File: src/hw/rtl/assert_macros.svh
// assertion macros shared by the parser rtl
// expects a clock named clk and a synchronous reset named rst in the using module
`ifndef ASSERT_MACROS_SVH
`define ASSERT_MACROS_SVH

// antecedent implies consequent in the same cycle
`define ASSERT_IMPLIES(lbl, ante, cons, msg) \
  lbl: assert property (@(posedge clk) disable iff (rst) (ante) |-> (cons)) \
    else $error(msg);

// antecedent implies consequent in the next cycle
`define ASSERT_NEXT(lbl, ante, cons, msg) \
  lbl: assert property (@(posedge clk) disable iff (rst) (ante) |=> (cons)) \
    else $error(msg);

`endif

File: src/hw/rtl/acfp_pkg.sv
// shared types and constants for the ascii can frame parser
// no dependencies
`default_nettype none

package acfp_pkg;

  localparam int unsigned MAX_CMD_BYTES = 8;
  localparam int unsigned BAUD_MAX_LEN  = 3;
  localparam int unsigned LEN_W         = 8;
  localparam int unsigned DIGIT_W       = 5;

  localparam logic [7:0] CH_STD_DATA = 8'h74;  // t
  localparam logic [7:0] CH_STD_RTR  = 8'h72;  // r
  localparam logic [7:0] CH_EXT_DATA = 8'h54;  // T
  localparam logic [7:0] CH_EXT_RTR  = 8'h52;  // R
  localparam logic [7:0] CH_DEV_CMD  = 8'h44;  // D
  localparam logic [7:0] CH_SER_CMD  = 8'h63;  // c
  localparam logic [7:0] CH_ZERO     = 8'h30;
  localparam logic [7:0] CH_NINE     = 8'h39;
  localparam logic [7:0] CH_EIGHT    = 8'h38;
  localparam logic [7:0] CH_LO_A     = 8'h61;
  localparam logic [7:0] CH_LO_F     = 8'h66;
  localparam logic [7:0] CH_UP_A     = 8'h41;
  localparam logic [7:0] CH_UP_F     = 8'h46;

  typedef enum logic [1:0] {
    KIND_FRAME  = 2'd0,
    KIND_DEVICE = 2'd1,
    KIND_SERIAL = 2'd2
  } kind_t;

  typedef enum logic [1:0] {
    ST_OK       = 2'd0,
    ST_TOO_LONG = 2'd1,
    ST_BAD_BAUD = 2'd2
  } status_t;

  // classified character
  typedef struct packed {
    logic       is_hex;
    logic [3:0] nib;
    logic       dlc_ok;
    logic       frame_start;
    logic       ext;
    logic       remote;
    logic       cmd_start;
    logic       serial;
  } tok_t;

  typedef struct packed {
    logic full;
    logic valid;
  } q_stat_t;

endpackage

`default_nettype wire

File: src/hw/rtl/acfp_front.sv
// front end: classifies each accepted character into a token for the queue
// depends on acfp_pkg
`default_nettype none

module acfp_front (
  input  wire logic           in_valid,
  output logic                in_ready,
  input  wire logic [7:0]     char_in,
  input  wire acfp_pkg::q_stat_t q_stat,
  output logic                push,
  output acfp_pkg::tok_t      tok
);
  import acfp_pkg::*;

  logic is_dec, is_lo, is_up;

  always_comb begin
    is_dec = (char_in >= CH_ZERO) && (char_in <= CH_NINE);
    is_lo  = (char_in >= CH_LO_A) && (char_in <= CH_LO_F);
    is_up  = (char_in >= CH_UP_A) && (char_in <= CH_UP_F);
    tok.is_hex      = is_dec || is_lo || is_up;
    tok.nib         = is_dec ? char_in[3:0] : 4'(char_in[3:0] + 4'd9);
    tok.dlc_ok      = (char_in >= CH_ZERO) && (char_in <= CH_EIGHT);
    tok.frame_start = (char_in == CH_STD_DATA) || (char_in == CH_STD_RTR) ||
                      (char_in == CH_EXT_DATA) || (char_in == CH_EXT_RTR);
    tok.ext         = (char_in == CH_EXT_DATA) || (char_in == CH_EXT_RTR);
    tok.remote      = (char_in == CH_STD_RTR) || (char_in == CH_EXT_RTR);
    tok.cmd_start   = (char_in == CH_DEV_CMD) || (char_in == CH_SER_CMD);
    tok.serial      = (char_in == CH_SER_CMD);
  end

  assign in_ready = !q_stat.full;
  assign push     = in_valid && !q_stat.full;

endmodule

`default_nettype wire

File: src/hw/rtl/acfp_queue.sv
// two-entry token queue between the classifier and the parser
// depends on acfp_pkg
`default_nettype none

module acfp_queue (
  input  wire logic             clk,
  input  wire logic             rst,
  input  wire logic             push,
  input  wire acfp_pkg::tok_t   tok_in,
  input  wire logic             pop,
  output acfp_pkg::tok_t        tok_out,
  output acfp_pkg::q_stat_t     q_stat
);
  import acfp_pkg::*;

  tok_t       entries [2];
  logic       wr_ptr;
  logic       rd_ptr;
  logic [1:0] count;

  always_ff @(posedge clk) begin
    if (rst) begin
      wr_ptr <= 1'b0;
      rd_ptr <= 1'b0;
      count  <= 2'd0;
    end else begin
      if (push) wr_ptr <= !wr_ptr;
      if (pop)  rd_ptr <= !rd_ptr;
      case ({push, pop})
        2'b10:   count <= 2'(count + 2'd1);
        2'b01:   count <= 2'(count - 2'd1);
        default: count <= count;
      endcase
    end
    if (push) entries[wr_ptr] <= tok_in;
  end

  assign tok_out      = entries[rd_ptr];
  assign q_stat.full  = (count == 2'd2);
  assign q_stat.valid = (count != 2'd0);

endmodule

`default_nettype wire

File: src/hw/rtl/acfp_back.sv
// back end: parser state machine and result register
// depends on acfp_pkg and assert_macros.svh
`default_nettype none
`include "assert_macros.svh"

module acfp_back (
  input  wire logic           clk,
  input  wire logic           rst,
  input  wire acfp_pkg::q_stat_t q_stat,
  input  wire acfp_pkg::tok_t tok,
  output logic                pop,
  output logic                out_valid,
  input  wire logic           out_ready,
  output logic [1:0]          kind,
  output logic [31:0]         frame_id,
  output logic                is_extended,
  output logic                is_remote,
  output logic [3:0]          byte_count,
  output logic [63:0]         payload_out,
  output logic [7:0]          command_out,
  output logic [1:0]          status
);
  import acfp_pkg::*;

  typedef enum logic [2:0] {
    PH_IDLE, PH_ID, PH_DLC, PH_DATA, PH_CMD, PH_LEN, PH_CDATA
  } phase_t;

  phase_t             phase, phase_next;
  logic [DIGIT_W-1:0] digits_left, digits_left_next;
  logic [2:0]         byte_index, byte_index_next;
  logic               serial_flag, serial_flag_next;
  logic [31:0]        id_acc, id_acc_next;
  logic               ext_flag, ext_flag_next;
  logic               remote_flag, remote_flag_next;
  logic [LEN_W-1:0]   length_reg, length_reg_next;
  logic [63:0]        payload_reg, payload_reg_next;
  logic [7:0]         command_reg, command_reg_next;
  logic               emit_frame, emit_cmd;
  logic [5:0]         shift;
  status_t            st;

  // a token is consumed only when the result register can take a result
  assign pop = q_stat.valid && (!out_valid || out_ready);

  always_comb begin
    phase_next       = phase;
    digits_left_next = digits_left;
    byte_index_next  = byte_index;
    serial_flag_next = serial_flag;
    id_acc_next      = id_acc;
    ext_flag_next    = ext_flag;
    remote_flag_next = remote_flag;
    length_reg_next  = length_reg;
    payload_reg_next = payload_reg;
    command_reg_next = command_reg;
    emit_frame       = 1'b0;
    emit_cmd         = 1'b0;
    shift            = {byte_index, !digits_left[0], 2'b00};
    if (pop) begin
      case (phase)
        PH_IDLE: begin
          byte_index_next = '0;
          if (tok.frame_start) begin
            ext_flag_next    = tok.ext;
            remote_flag_next = tok.remote;
            digits_left_next = tok.ext ? DIGIT_W'(8) : DIGIT_W'(3);
            id_acc_next      = '0;
            payload_reg_next = '0;
            length_reg_next  = '0;
            serial_flag_next = 1'b0;
            phase_next       = PH_ID;
          end else if (tok.cmd_start) begin
            serial_flag_next = tok.serial;
            digits_left_next = DIGIT_W'(2);
            command_reg_next = '0;
            length_reg_next  = '0;
            payload_reg_next = '0;
            phase_next       = PH_CMD;
          end
        end
        PH_ID: begin
          if (!tok.is_hex) begin
            phase_next = PH_IDLE;
          end else begin
            id_acc_next      = {id_acc[27:0], tok.nib};
            digits_left_next = DIGIT_W'(digits_left - 1'b1);
            if (digits_left == DIGIT_W'(1)) phase_next = PH_DLC;
          end
        end
        PH_DLC: begin
          if (!tok.dlc_ok) begin
            phase_next = PH_IDLE;
          end else begin
            length_reg_next  = LEN_W'(tok.nib);
            byte_index_next  = '0;
            digits_left_next = DIGIT_W'({tok.nib, 1'b0});
            if (tok.nib == 4'd0) begin
              emit_frame = 1'b1;
              phase_next = PH_IDLE;
            end else begin
              phase_next = PH_DATA;
            end
          end
        end
        PH_DATA, PH_CDATA: begin
          if (!tok.is_hex) begin
            phase_next = PH_IDLE;
          end else begin
            payload_reg_next = payload_reg | (64'(tok.nib) << shift);
            digits_left_next = DIGIT_W'(digits_left - 1'b1);
            if (digits_left == DIGIT_W'(1)) begin
              emit_frame = (phase == PH_DATA);
              emit_cmd   = (phase == PH_CDATA);
              phase_next = PH_IDLE;
            end else if (!digits_left_next[0]) begin
              byte_index_next = 3'(byte_index + 1'b1);
            end
          end
        end
        PH_CMD: begin
          if (!tok.is_hex) begin
            phase_next = PH_IDLE;
          end else begin
            command_reg_next = {command_reg[3:0], tok.nib};
            digits_left_next = DIGIT_W'(digits_left - 1'b1);
            if (digits_left == DIGIT_W'(1)) begin
              digits_left_next = DIGIT_W'(2);
              phase_next       = PH_LEN;
            end
          end
        end
        PH_LEN: begin
          if (!tok.is_hex) begin
            phase_next = PH_IDLE;
          end else begin
            length_reg_next  = {length_reg[3:0], tok.nib};
            digits_left_next = DIGIT_W'(digits_left - 1'b1);
            if (digits_left == DIGIT_W'(1)) begin
              if (length_reg_next > LEN_W'(MAX_CMD_BYTES)) begin
                phase_next = PH_IDLE;
              end else begin
                byte_index_next  = '0;
                digits_left_next = DIGIT_W'({length_reg_next[3:0], 1'b0});
                if (length_reg_next == '0) begin
                  emit_cmd   = 1'b1;
                  phase_next = PH_IDLE;
                end else begin
                  phase_next = PH_CDATA;
                end
              end
            end
          end
        end
        default: phase_next = PH_IDLE;
      endcase
    end
  end

  // serial command check on the final length and command byte
  always_comb begin
    st = ST_OK;
    if (serial_flag_next) begin
      if (length_reg_next > LEN_W'(MAX_CMD_BYTES)) begin
        st = ST_TOO_LONG;
      end else if (command_reg_next == '0 && length_reg_next > LEN_W'(BAUD_MAX_LEN)) begin
        st = ST_BAD_BAUD;
      end
    end
  end

  always_ff @(posedge clk) begin
    if (rst) begin
      phase       <= PH_IDLE;
      digits_left <= '0;
      byte_index  <= '0;
      serial_flag <= 1'b0;
      id_acc      <= '0;
      ext_flag    <= 1'b0;
      remote_flag <= 1'b0;
      length_reg  <= '0;
      payload_reg <= '0;
      command_reg <= '0;
      out_valid   <= 1'b0;
    end else begin
      phase       <= phase_next;
      digits_left <= digits_left_next;
      byte_index  <= byte_index_next;
      serial_flag <= serial_flag_next;
      id_acc      <= id_acc_next;
      ext_flag    <= ext_flag_next;
      remote_flag <= remote_flag_next;
      length_reg  <= length_reg_next;
      payload_reg <= payload_reg_next;
      command_reg <= command_reg_next;
      if (emit_frame || emit_cmd) begin
        out_valid <= 1'b1;
      end else if (out_ready) begin
        out_valid <= 1'b0;
      end
    end
    if (emit_frame) begin
      kind        <= KIND_FRAME;
      frame_id    <= id_acc_next;
      is_extended <= ext_flag_next;
      is_remote   <= remote_flag_next;
      byte_count  <= length_reg_next[3:0];
      payload_out <= payload_reg_next;
      command_out <= '0;
      status      <= ST_OK;
    end else if (emit_cmd) begin
      kind        <= serial_flag_next ? KIND_SERIAL : KIND_DEVICE;
      frame_id    <= '0;
      is_extended <= 1'b0;
      is_remote   <= 1'b0;
      byte_count  <= length_reg_next[3:0];
      payload_out <= payload_reg_next;
      command_out <= command_reg_next;
      status      <= st;
    end
  end

  `ASSERT_IMPLIES(a_digits_live, (phase == PH_ID || phase == PH_DATA || phase == PH_CDATA || phase == PH_CMD || phase == PH_LEN), (digits_left != '0), "field phase with no digits left")
  `ASSERT_IMPLIES(a_cdata_len, (phase == PH_CDATA), (length_reg <= LEN_W'(MAX_CMD_BYTES) && digits_left <= {length_reg[3:0], 1'b0}), "command data beyond capacity")
  `ASSERT_IMPLIES(a_no_emit_on_stall, (out_valid && !out_ready), (!emit_frame && !emit_cmd), "result produced while output stalled")
  `ASSERT_NEXT(a_cmd_to_len, (pop && phase == PH_CMD && tok.is_hex && digits_left == DIGIT_W'(1)), (phase == PH_LEN && digits_left == DIGIT_W'(2)), "command byte did not advance to length")

endmodule

`default_nettype wire

File: src/hw/rtl/ascii_can_frame_parser.sv
// Text CAN protocol parser, one ASCII character per input transaction.
// Input channel: in_valid/in_ready with char_in. Output channel: out_valid/out_ready
// with kind, frame_id, is_extended, is_remote, byte_count, payload_out,
// command_out and status, one transaction per completed frame or command.
// Characters are classified in the front end, pass through a two-entry token
// queue, and are parsed by a state machine in the back end that writes a
// single result register.
// Throughput: one character per cycle, sustained while the receiver keeps up.
// With the queue empty, the character that completes a result passes through the queue
// register and then the result register before the result shows on the output.
// While a result waits on a stalled receiver the parser consumes nothing; the
// queue takes up to two more characters and in_ready drops once it is full.
// Reset (rst, synchronous, active high) empties the queue, returns the parser
// to idle with all accumulators cleared and drops out_valid.
// Depends on acfp_pkg, acfp_front, acfp_queue and acfp_back.
`default_nettype none

module ascii_can_frame_parser (
  input  wire logic        clk,
  input  wire logic        rst,
  input  wire logic        in_valid,
  output logic             in_ready,
  input  wire logic [7:0]  char_in,
  output logic             out_valid,
  input  wire logic        out_ready,
  output logic [1:0]       kind,
  output logic [31:0]      frame_id,
  output logic             is_extended,
  output logic             is_remote,
  output logic [3:0]       byte_count,
  output logic [63:0]      payload_out,
  output logic [7:0]       command_out,
  output logic [1:0]       status
);
  import acfp_pkg::*;

  tok_t    tok_in, tok_out;
  q_stat_t q_stat;
  logic    push, pop;

  acfp_front u_front (
    .in_valid (in_valid),
    .in_ready (in_ready),
    .char_in  (char_in),
    .q_stat   (q_stat),
    .push     (push),
    .tok      (tok_in)
  );

  acfp_queue u_queue (
    .clk     (clk),
    .rst     (rst),
    .push    (push),
    .tok_in  (tok_in),
    .pop     (pop),
    .tok_out (tok_out),
    .q_stat  (q_stat)
  );

  acfp_back u_back (
    .clk         (clk),
    .rst         (rst),
    .q_stat      (q_stat),
    .tok         (tok_out),
    .pop         (pop),
    .out_valid   (out_valid),
    .out_ready   (out_ready),
    .kind        (kind),
    .frame_id    (frame_id),
    .is_extended (is_extended),
    .is_remote   (is_remote),
    .byte_count  (byte_count),
    .payload_out (payload_out),
    .command_out (command_out),
    .status      (status)
  );

endmodule

`default_nettype wire
File: config.mk
export PLATFORM = sky130hd
export DESIGN_NAME = ascii_can_frame_parser
export DESIGN_NICKNAME = d
export VERILOG_FILES = /design/src/hw/rtl/acfp_pkg.sv /design/src/hw/rtl/acfp_front.sv /design/src/hw/rtl/acfp_queue.sv /design/src/hw/rtl/acfp_back.sv /design/src/hw/rtl/ascii_can_frame_parser.sv
export VERILOG_INCLUDE_DIRS = /design/src /design/src/hw/rtl
export SDC_FILE = /design/constraint.sdc
export NUM_CORES = 1
export LEC_CHECK = 0
export BUFFER_PORTS_ARGS = -buffer_cell sky130_fd_sc_hd__buf_2
export CAP_MARGIN = 5
export CORE_ASPECT_RATIO = 1.5
export CORE_MARGIN = 2
export CORE_UTILIZATION = 50
export CTS_BUF_LIST = sky130_fd_sc_hd__clkbuf_8
export CTS_CLUSTER_SIZE = 40
export DETAILED_ROUTE_END_ITERATION = 7
export GPL_TIMING_DRIVEN = 0
export HOLD_SLACK_MARGIN = 0.15
export MAX_ROUTING_LAYER = met4
export PLACE_DENSITY = 0.73
export SKIP_CTS_REPAIR_TIMING = 1
export SYNTH_ARGS = -nofsm -noshare
export SYNTH_HDL_FRONTEND = slang
export SYNTH_SLANG_ARGS = --single-unit
File: constraint.sdc
create_clock -name clk -period 4.3 [get_ports clk]
set_clock_uncertainty 0.05 [all_clocks]
set_input_delay 0.86 -clock clk [delete_from_list [all_inputs] [get_ports clk]]
set_output_delay 0.86 -clock clk [all_outputs]
set_load 0.05 [all_outputs]
* After elaboration in Yosys (flattened, before gate mapping) *
Memory sizes are Yosys's and may differ from the RTL's. A register that Yosys moved wholly into a read port is not among the register bits.
Index checks and enable logic that the tools add are counted.

word-level totals
  memories = 1
  bits in writable memories = 22
  register bits = 245

memory list
  memory           words  bits a word  rd ports  clocked after memory_dff  write ports  line              source
  u_queue.entries  2      11           1         1                         1            acfp_queue.sv:16  tok_t entries [2];

cells by class
  bitwise operators = 1
  reduce and logical (&&, ||, !) cells = 37
  $add $sub $neg = 5
  order comparisons = 10
  shift operators = 1
  equal/unequal tests = 30
  mux-type cells = 99

operators with widths
  kind                count
  $mux 64             6
  $mux 32             5
  $pmux 64 s2         1
  $mux 8              9
  $or 64x64->64       1
  $pmux 32 s2         1
  $shl 4x6->64        1
  $mux 3              20
  $eq 8x7->1 const B  6
  $mux 5              9
  $mux 1              31
  $pmux 5 s5          1
  $pmux 8 s3          1
  $pmux 3 s6          1
  $ge 8x7->1 const B  2
  $gt 8x4->1 const B  2
  $le 8x6->1 const B  2
  $le 8x7->1 const B  2
  $logic_not 8->1     2
  $mux 4              4
  $pmux 8 s2          1
  $ne 3x3->1 const B  5
  $ne 2x1->1 const B  6
  $pmux 3 s4          1
  30 further kinds    63

* Logic depth before layout (Yosys ltp) *
Gate-level depths: netlist of the first run.

  depth in word-level cells = 9
  depth in mapped cells = 10
  depth with buffers taken out = 7

* Cells and area by module *
A second synthesis of the first run with hierarchy kept.

second synthesis, totals
  cell total of the unflattened synthesis = 932
  area, all modules = 10402.5 um^2

by module, submodules not included
  module      sequential area each (um^2)  area an instance (um^2)  cells an instance  instances
  acfp_back   5845.6                       9064.9                   833                1
  acfp_queue  760.7                        997.2                    56                 1
  acfp_front  0.0                          340.3                    43                 1

* Worst setup path before layout of the first run *
OpenSTA, ideal clock, no wires.

  kind = input port to flip-flop
  start point = input out_ready
  end point = register u_back.byte_count[0], enable pin
  setup time = 0.456 ns
  arrival = 3.710 ns
  slack = 0.084 ns
  cell stages on the path = 7
  path buffers = 2
  path through = nor2b_1 > buf_2 > nor2_1 > buf_2 > and4_1 > nor2_1 > inv_1

on the way
  word-level cells in the longest chain between the ends = 4

RTL lines
  item                           line                          source
  from (decl)                    ascii_can_frame_parser.sv:25  input wire logic out_ready,
  $logic_or 1x1->1 *             acfp_back.sv:44               assign pop = q_stat.valid && (!out_valid || out_ready);
  $logic_and 1x1->1 *            acfp_back.sv:44
  $mux 1                         acfp_back.sv:60               if (pop) begin
  $reduce_bool 2->1 (no line) *  -
  to (signal assigned)           acfp_back.sv:207              byte_count <= length_reg_next[3:0];
  to (signal assigned)           acfp_back.sv:216              byte_count <= length_reg_next[3:0];
  to (decl)                      acfp_back.sv:18               output logic [3:0] byte_count,

Every way passes the cells marked *; elsewhere a longest branch is shown, timed or not.
A chain may end at the register's enable or synchronous reset.

==> impl_metrics.ini, run 1 <==
[power_and_ir_drop]
vdd.ir_drop.worst_mv = 0.2645
power_per_cell_area_nw_per_um2 = 506.3
seqPwrFrac_pct = 45.4
power_mw = 6.191
p_leak_nw = 4.936
p_sw_share_pct = 33.58
internal_power_mw = 4.112
p_sw_mw = 2.079
pwr-share-comb_pct = 24.6
pwr-share-clk_pct = 29.9

[placed_design]
gp_congestion = 0.9597
io_buffers = 125
place_area_um2 = 11520
place_ws_ns = 0.9539
dpl.hpwl_um = 17850

[worst_setup_path]
cp-end-kind = flop
cpPeakStageDelay_ns = 0.51
path_delay_family = buffers and inverters
required_ns = 4.45
path_class = reg -> reg
critPathLaunchType = flop
path_cells = buf_6 -> mux2i_4 -> o21ai_4 -> o32ai_2 -> and3_1 -> buf_4 -> nor2_1 -> inv_4 -> buf_16
path_max_fanout = 69
cp.arrival_ns = 3.46
slowest_stage = mux2i_4
critical_path_buf_inv_count = 4

[synthesis]
synth_area_per_cell_um2 = 11.90
ys_warn_count = 0
synth_top_area_share_pct = 35.36
synth-seq-area-share_pct = 62.74
synth_cell_types = 72
netlist_area_um2 = 10530
synth-async-reset-ratio_pct = 0
ys.flop_type = dfxtp_1
synth_enable_flop_cells = 124
synth_area_leaders = edfxtp_1 (35%), dfxtp_1 (27%), a22o_1 (5.4%), nor2_1 (4.6%), nor2b_1 (4.5%)
yosys.area.top_type = edfxtp_1
synth_fp_nets = 906
syn_inst = 885
ys_seq_elements = 268

[global_route]
antenna_found_initial = 0
grt_overflow_total = 0
track_usage_pct = 22.77
grt_max_degree = 70
grt_pass1_wl_um = 38100
grt_pass1_vias = 7306

[layout]
mostFrequentLayoutCells = buf_2 (150), dfxtp_1 (144), nor2_1 (130)
area.growth.synth_to_final_pct = 16.11
final_common_cell = buf_2
drive_above_1_share_pct = 22.24
fillers = 1808
multiInputGateArea_um2 = 3618
area.sequential_um2 = 6606
nets = 1071
stdcell_area_um2 = 12230
diodes = 0

[timing]
setup_slack_ns = 0.9882
tightest_slew_ns = 1.038
rsz0062_at_grt = false
fin_crit_sh_pct = 77.02
hold_viol = 0
clock.fmax_ghz = 0.3020
drv_slew = 0
maxSlewHeadroom_pct = 28.82
fin_crit_ns = 3.312
setup_viol = 0
setup_tns_ns = 0

[cts]
clock_latency_ns = 0.54
clkSinkCount = 268
cts_made_buffers = 37
cts_root_buffer = clkbuf_8
cts.clk_slew.worst_paths_ns = 0.07
cts_tree = done
clock_path_buffers = 3
htree_num_levels = 2

[drt]
vias = 7474
drt_first_iter_violations = 549
postRouteAntennaNets = 0
post-route-drc-count = 0
drt-total-wl_um = 24560
post_drt_wl_per_cell_um = 18.23
via_per_inst = 5.549
firstDrtPassIters = 5

[status]
status = finished clean

[die]
ios = 128
dieArea_um2 = 22260
fp.coreArea_um2 = 20820
die_w_um = 122.5
die_y_um = 181.7
initial_utilization_pct = 50.58
num_rows = 65

[flow_run]
maxCapViolations = 0

[worst_hold_path]
min_path_type = reg -> reg
synth_stat cells, drive strengths merged (4+ instances only):
cell / instances
nand3b: 5
xor2: 5
nor4: 7
nor3b: 6
a211oi: 14
a31oi: 5
inv: 15
nand2: 29
dfxtp: 144
a22o: 65
a22oi: 43
buf: 30
clkbuf: 22
nor2: 133
nor2b: 76
mux2: 7
nand4: 4
a21oi: 18
mux2i: 9
ha: 9
nor3: 16
o21ai: 21
nand3: 11
nand2b: 9
edfxtp: 124
xnor2: 5
power by group through the flow:
| stage | Clock, mW | Sequential, mW | Combinational, mW |
|---|---|---|---|
| final | 1.85 | 2.81 | 1.52 |
| after global routing | 2.01 | 2.83 | 1.64 |
| after CTS | 1.89 | 2.81 | 1.51 |
| after detailed placement | 0 | 2.87 | 1.51 |
| after global placement | 0 | 2.86 | 1.50 |
| after floorplan | 0 | 2.88 | 1.05 |
routing by layer:
metal	wire length, um	global-route usage, %	part of all wire, %	vias to the layer above
met1	9625	25.04	39	3600
li1	-	-	-	3580
met2	12760	39.73	52	233
met4	907	9.517	3.7	0
met5	0	-	0	-
met3	1271	4.428	5.2	61
kinds of logic (layout without fill, tap and decap cells):
kind of cell | after synthesis | after routing | synth area share (%)
AND/OR/NAND/NOR | 315 | 315 | 15.59
adder cells (fa/ha/maj) | 10 | 10 | 1.164
multiplexers | 16 | 16 | 1.794
flip-flops | 268 | 268 | 62.74
XOR/XNOR | 10 | 10 | 0.8317
AO/OA/AOI/OAI | 199 | 199 | 14.98
buffers and inverters | 67 | 261 | 2.899
final timing paths:
path / from / endpoint / slack (ns) / cells after the start
max: flop / u_back.payload_out[4] / 0.99 / 9
min: u_back.command_out[3] / u_back.command_out[3] / 0.42 / 2
max reg2reg: flop / u_back.payload_out[4] / 0.99 / 9
min reg2reg: u_back.command_out[3] / u_back.command_out[3] / 0.42 / 2
worst min-delay path, delay by kind of cell, from the launching register on:
kind,cells,cell delay [ns]
flip-flops,1,0.32
AO/OA/AOI/OAI,1,0.06
AND/OR/NAND/NOR,1,0.05
cell type report:
cell class                      instances  share of cell area, %
Timing Repair Buffer                  126                  5.342
Tap cell                              268                  2.743
Inverter                               15                 0.4810
Buffer                                 52                  2.036
Sequential cell                       268                  54.03
Clock buffer                           43                  4.840
Clock inverter                         25                 0.9312
Multi-Input combinational cell        550                  29.59
stage by stage:
step / utilization (%) / instances / hold WS [ns]
after floorplan: - / 885 / 0.3961
after global placement: 55.19 / 1278 / 0.3869
after detailed placement: 55.34 / 1279 / 0.3994
after CTS: 58.73 / 1347 / 0.4140
after global routing: 58.73 / 1347 / 0.4226
final: 58.73 / 1347 / 0.4213
(Power assumes the default switching activity.)
==> inputs of run 2 (changes only) <==
--- a/config.mk
+++ b/config.mk
@@ -17,7 +17,7 @@
 export GPL_TIMING_DRIVEN = 0
 export HOLD_SLACK_MARGIN = 0.15
 export MAX_ROUTING_LAYER = met4
-export PLACE_DENSITY = 0.73
+export PLACE_DENSITY = 0.7
 export SKIP_CTS_REPAIR_TIMING = 1
 export SYNTH_ARGS = -nofsm -noshare
 export SYNTH_HDL_FRONTEND = slang
==> constraint.sdc (replaced) <==
create_clock -name clk -period 3.4 [get_ports clk]
set_clock_uncertainty 0.05 [all_clocks]
set_input_delay 0.68 -clock clk [delete_from_list [all_inputs] [get_ports clk]]
set_output_delay 0.68 -clock clk [all_outputs]
set_load 0.05 [all_outputs]
==> run 2 against run 1 <==
Clock power rose by 43%; die area did not move; clock-buffer cell count decreased by 1; flip-flop and latch count unchanged; wire length is 1.1% lower; final area increased by 1.3%; hold slack got worse by 0.016 ns; non-clock buffer count is 2 higher.
==> impl_metrics.ini, run 2 (synthesis gave the netlist of run 1 again) <==
[worst_setup_path]
cp.arrival_ns = 3.31
cp_common_cell = buf_12
path_delay_family = simple AND/OR/NAND/NOR gates
timing.rr.start = u_back.phase[2]
path_class = reg -> reg
critical_path_buf_inv_count = 4
cpPeakStageDelay_ns = 0.58
cp-end-kind = flop
path_cells = buf_2 -> nor3b_1 -> nand2b_1 -> o32ai_2 -> and4_4 -> nor2_4 -> clkinvlp_4 -> buf_12 -> buf_12
path_max_fanout = 42
crit_start = u_back.phase[2]
slowest_stage = nor3b_1
critPathLaunchType = flop
required_ns = 3.57

[timing]
drv_slew = 0
setup_viol = 0
fin_crit_sh_pct = 92.51
holdWs_ns = 0.4055
setup_slack_ns = 0.2546
rsz0062_at_grt = false
fin_crit_ns = 3.145
maxSlewHeadroom_pct = 34.38
tightest_slew_ns = 0.9570
hold_viol = 0
clock.fmax_ghz = 0.3179

[cts]
htree_num_levels = 2
clkSinkCount = 268
clock_latency_ns = 0.53
cts_root_buffer = clkbuf_8
clock_path_buffers = 3
cts.clk_slew.worst_paths_ns = 0.06
cts_made_buffers = 39
cts_tree = done

[drt]
postRouteAntennaNets = 0
post_drt_wl_per_cell_um = 17.94
firstDrtPassIters = 5
drt-total-wl_um = 24290
via_per_inst = 5.527
drt_first_iter_violations = 474
post-route-drc-count = 0
vias = 7483

[power_and_ir_drop]
vdd.ir_drop.worst_mv = 0.4347
p_leak_nw = 5.003
power_per_cell_area_nw_per_um2 = 655.6
power_mw = 8.123

[global_route]
antenna_found_initial = 0
grt_overflow_total = 0
grt_pass1_vias = 7394
grt_pass1_wl_um = 38080
track_usage_pct = 22.48
grt_max_degree = 43

[layout]
multiInputGateArea_um2 = 3637
drive_above_1_share_pct = 22.84
final_common_cell = buf_2
mostFrequentLayoutCells = buf_2 (148), dfxtp_1 (143), nor2_1 (128)
diodes = 0
area.sequential_um2 = 6608
stdcell_area_um2 = 12390
nets = 1076
area.growth.synth_to_final_pct = 17.67
fillers = 1767

[placed_design]
dpl.hpwl_um = 17460
io_buffers = 125
gp_congestion = 0.9763
place_area_um2 = 11570
place_ws_ns = -0.08764

[worst_hold_path]
min_path_type = reg -> reg
hold_start = u_back.kind[1]

[die]
die_w_um = 122.5
fp.coreArea_um2 = 20820
initial_utilization_pct = 50.58
ios = 128
dieArea_um2 = 22260
num_rows = 65
die_y_um = 181.7

[status]
status = finished clean

[flow_run]
maxCapViolations = 0
[run 2: cell count changes in the layout (fill, tap and decap cells not counted), moves of 2 or more]
| cell | delta |
|---|---|
| buf_12 | +2 |
| buf_2 | -2 |
| buf_6 | +2 |
| bufinv_16 | +4 |
| inv_1 | +2 |
| nor2_1 | -2 |
[run 2: area by class of cell]
cell class              instances  area share, %
clock buffers                  42          4.665
plain buffers                  52          2.110
well taps                     268          2.706
repair buffers                128          5.433
multi-input cells             550          29.35
inverters                      15         0.4847
clock inverters                30          1.878
repair inverters                1        0.04039
flip-flops and latches        268          53.33
[run 2: final timing paths]
check                               end  slack (ns)  depth (start not counted)
setup / recovery  u_back.payload_out[1]        0.25                          9
hold / removal           u_back.kind[1]        0.41                          1
setup reg to reg  u_back.payload_out[1]        0.25                          9
hold reg to reg          u_back.kind[1]        0.41                          1
[run 2: stage by stage]
step | TNS [ns] | std cells | utilization (%)
after floorplan | -4.216 | 885 | -
after global placement | -94.44 | 1278 | 55.37
after detailed placement | -3.033 | 1280 | 55.56
after CTS | -3.133 | 1352 | 59.45
after global routing | 0 | 1354 | 59.51
final | 0 | 1354 | 59.51
[run 2: power by group]
| part | total [mW] | internal [mW] | switching, mW |
|---|---|---|---|
| clock | 2.64 | 1.45 | 1.18 |
| combinational | 1.93 | 0.576 | 1.35 |
| sequential | 3.56 | 3.48 | 0.0811 |
| total | 8.12 | 5.51 | 2.61 |
[run 2: metal layers]
| metal | share of wire, % | vias to the layer above | global-route usage [%] | wire, um |
|---|---|---|---|---|
| met5 | 0 | - | - | 0 |
| met2 | 51 | 216 | 38.47 | 12390 |
| met1 | 41 | 3612 | 26.04 | 10010 |
| met3 | 4.9 | 54 | 4.020 | 1197 |
| met4 | 2.8 | 0 | 8.552 | 692 |
| li1 | - | 3601 | - | - |
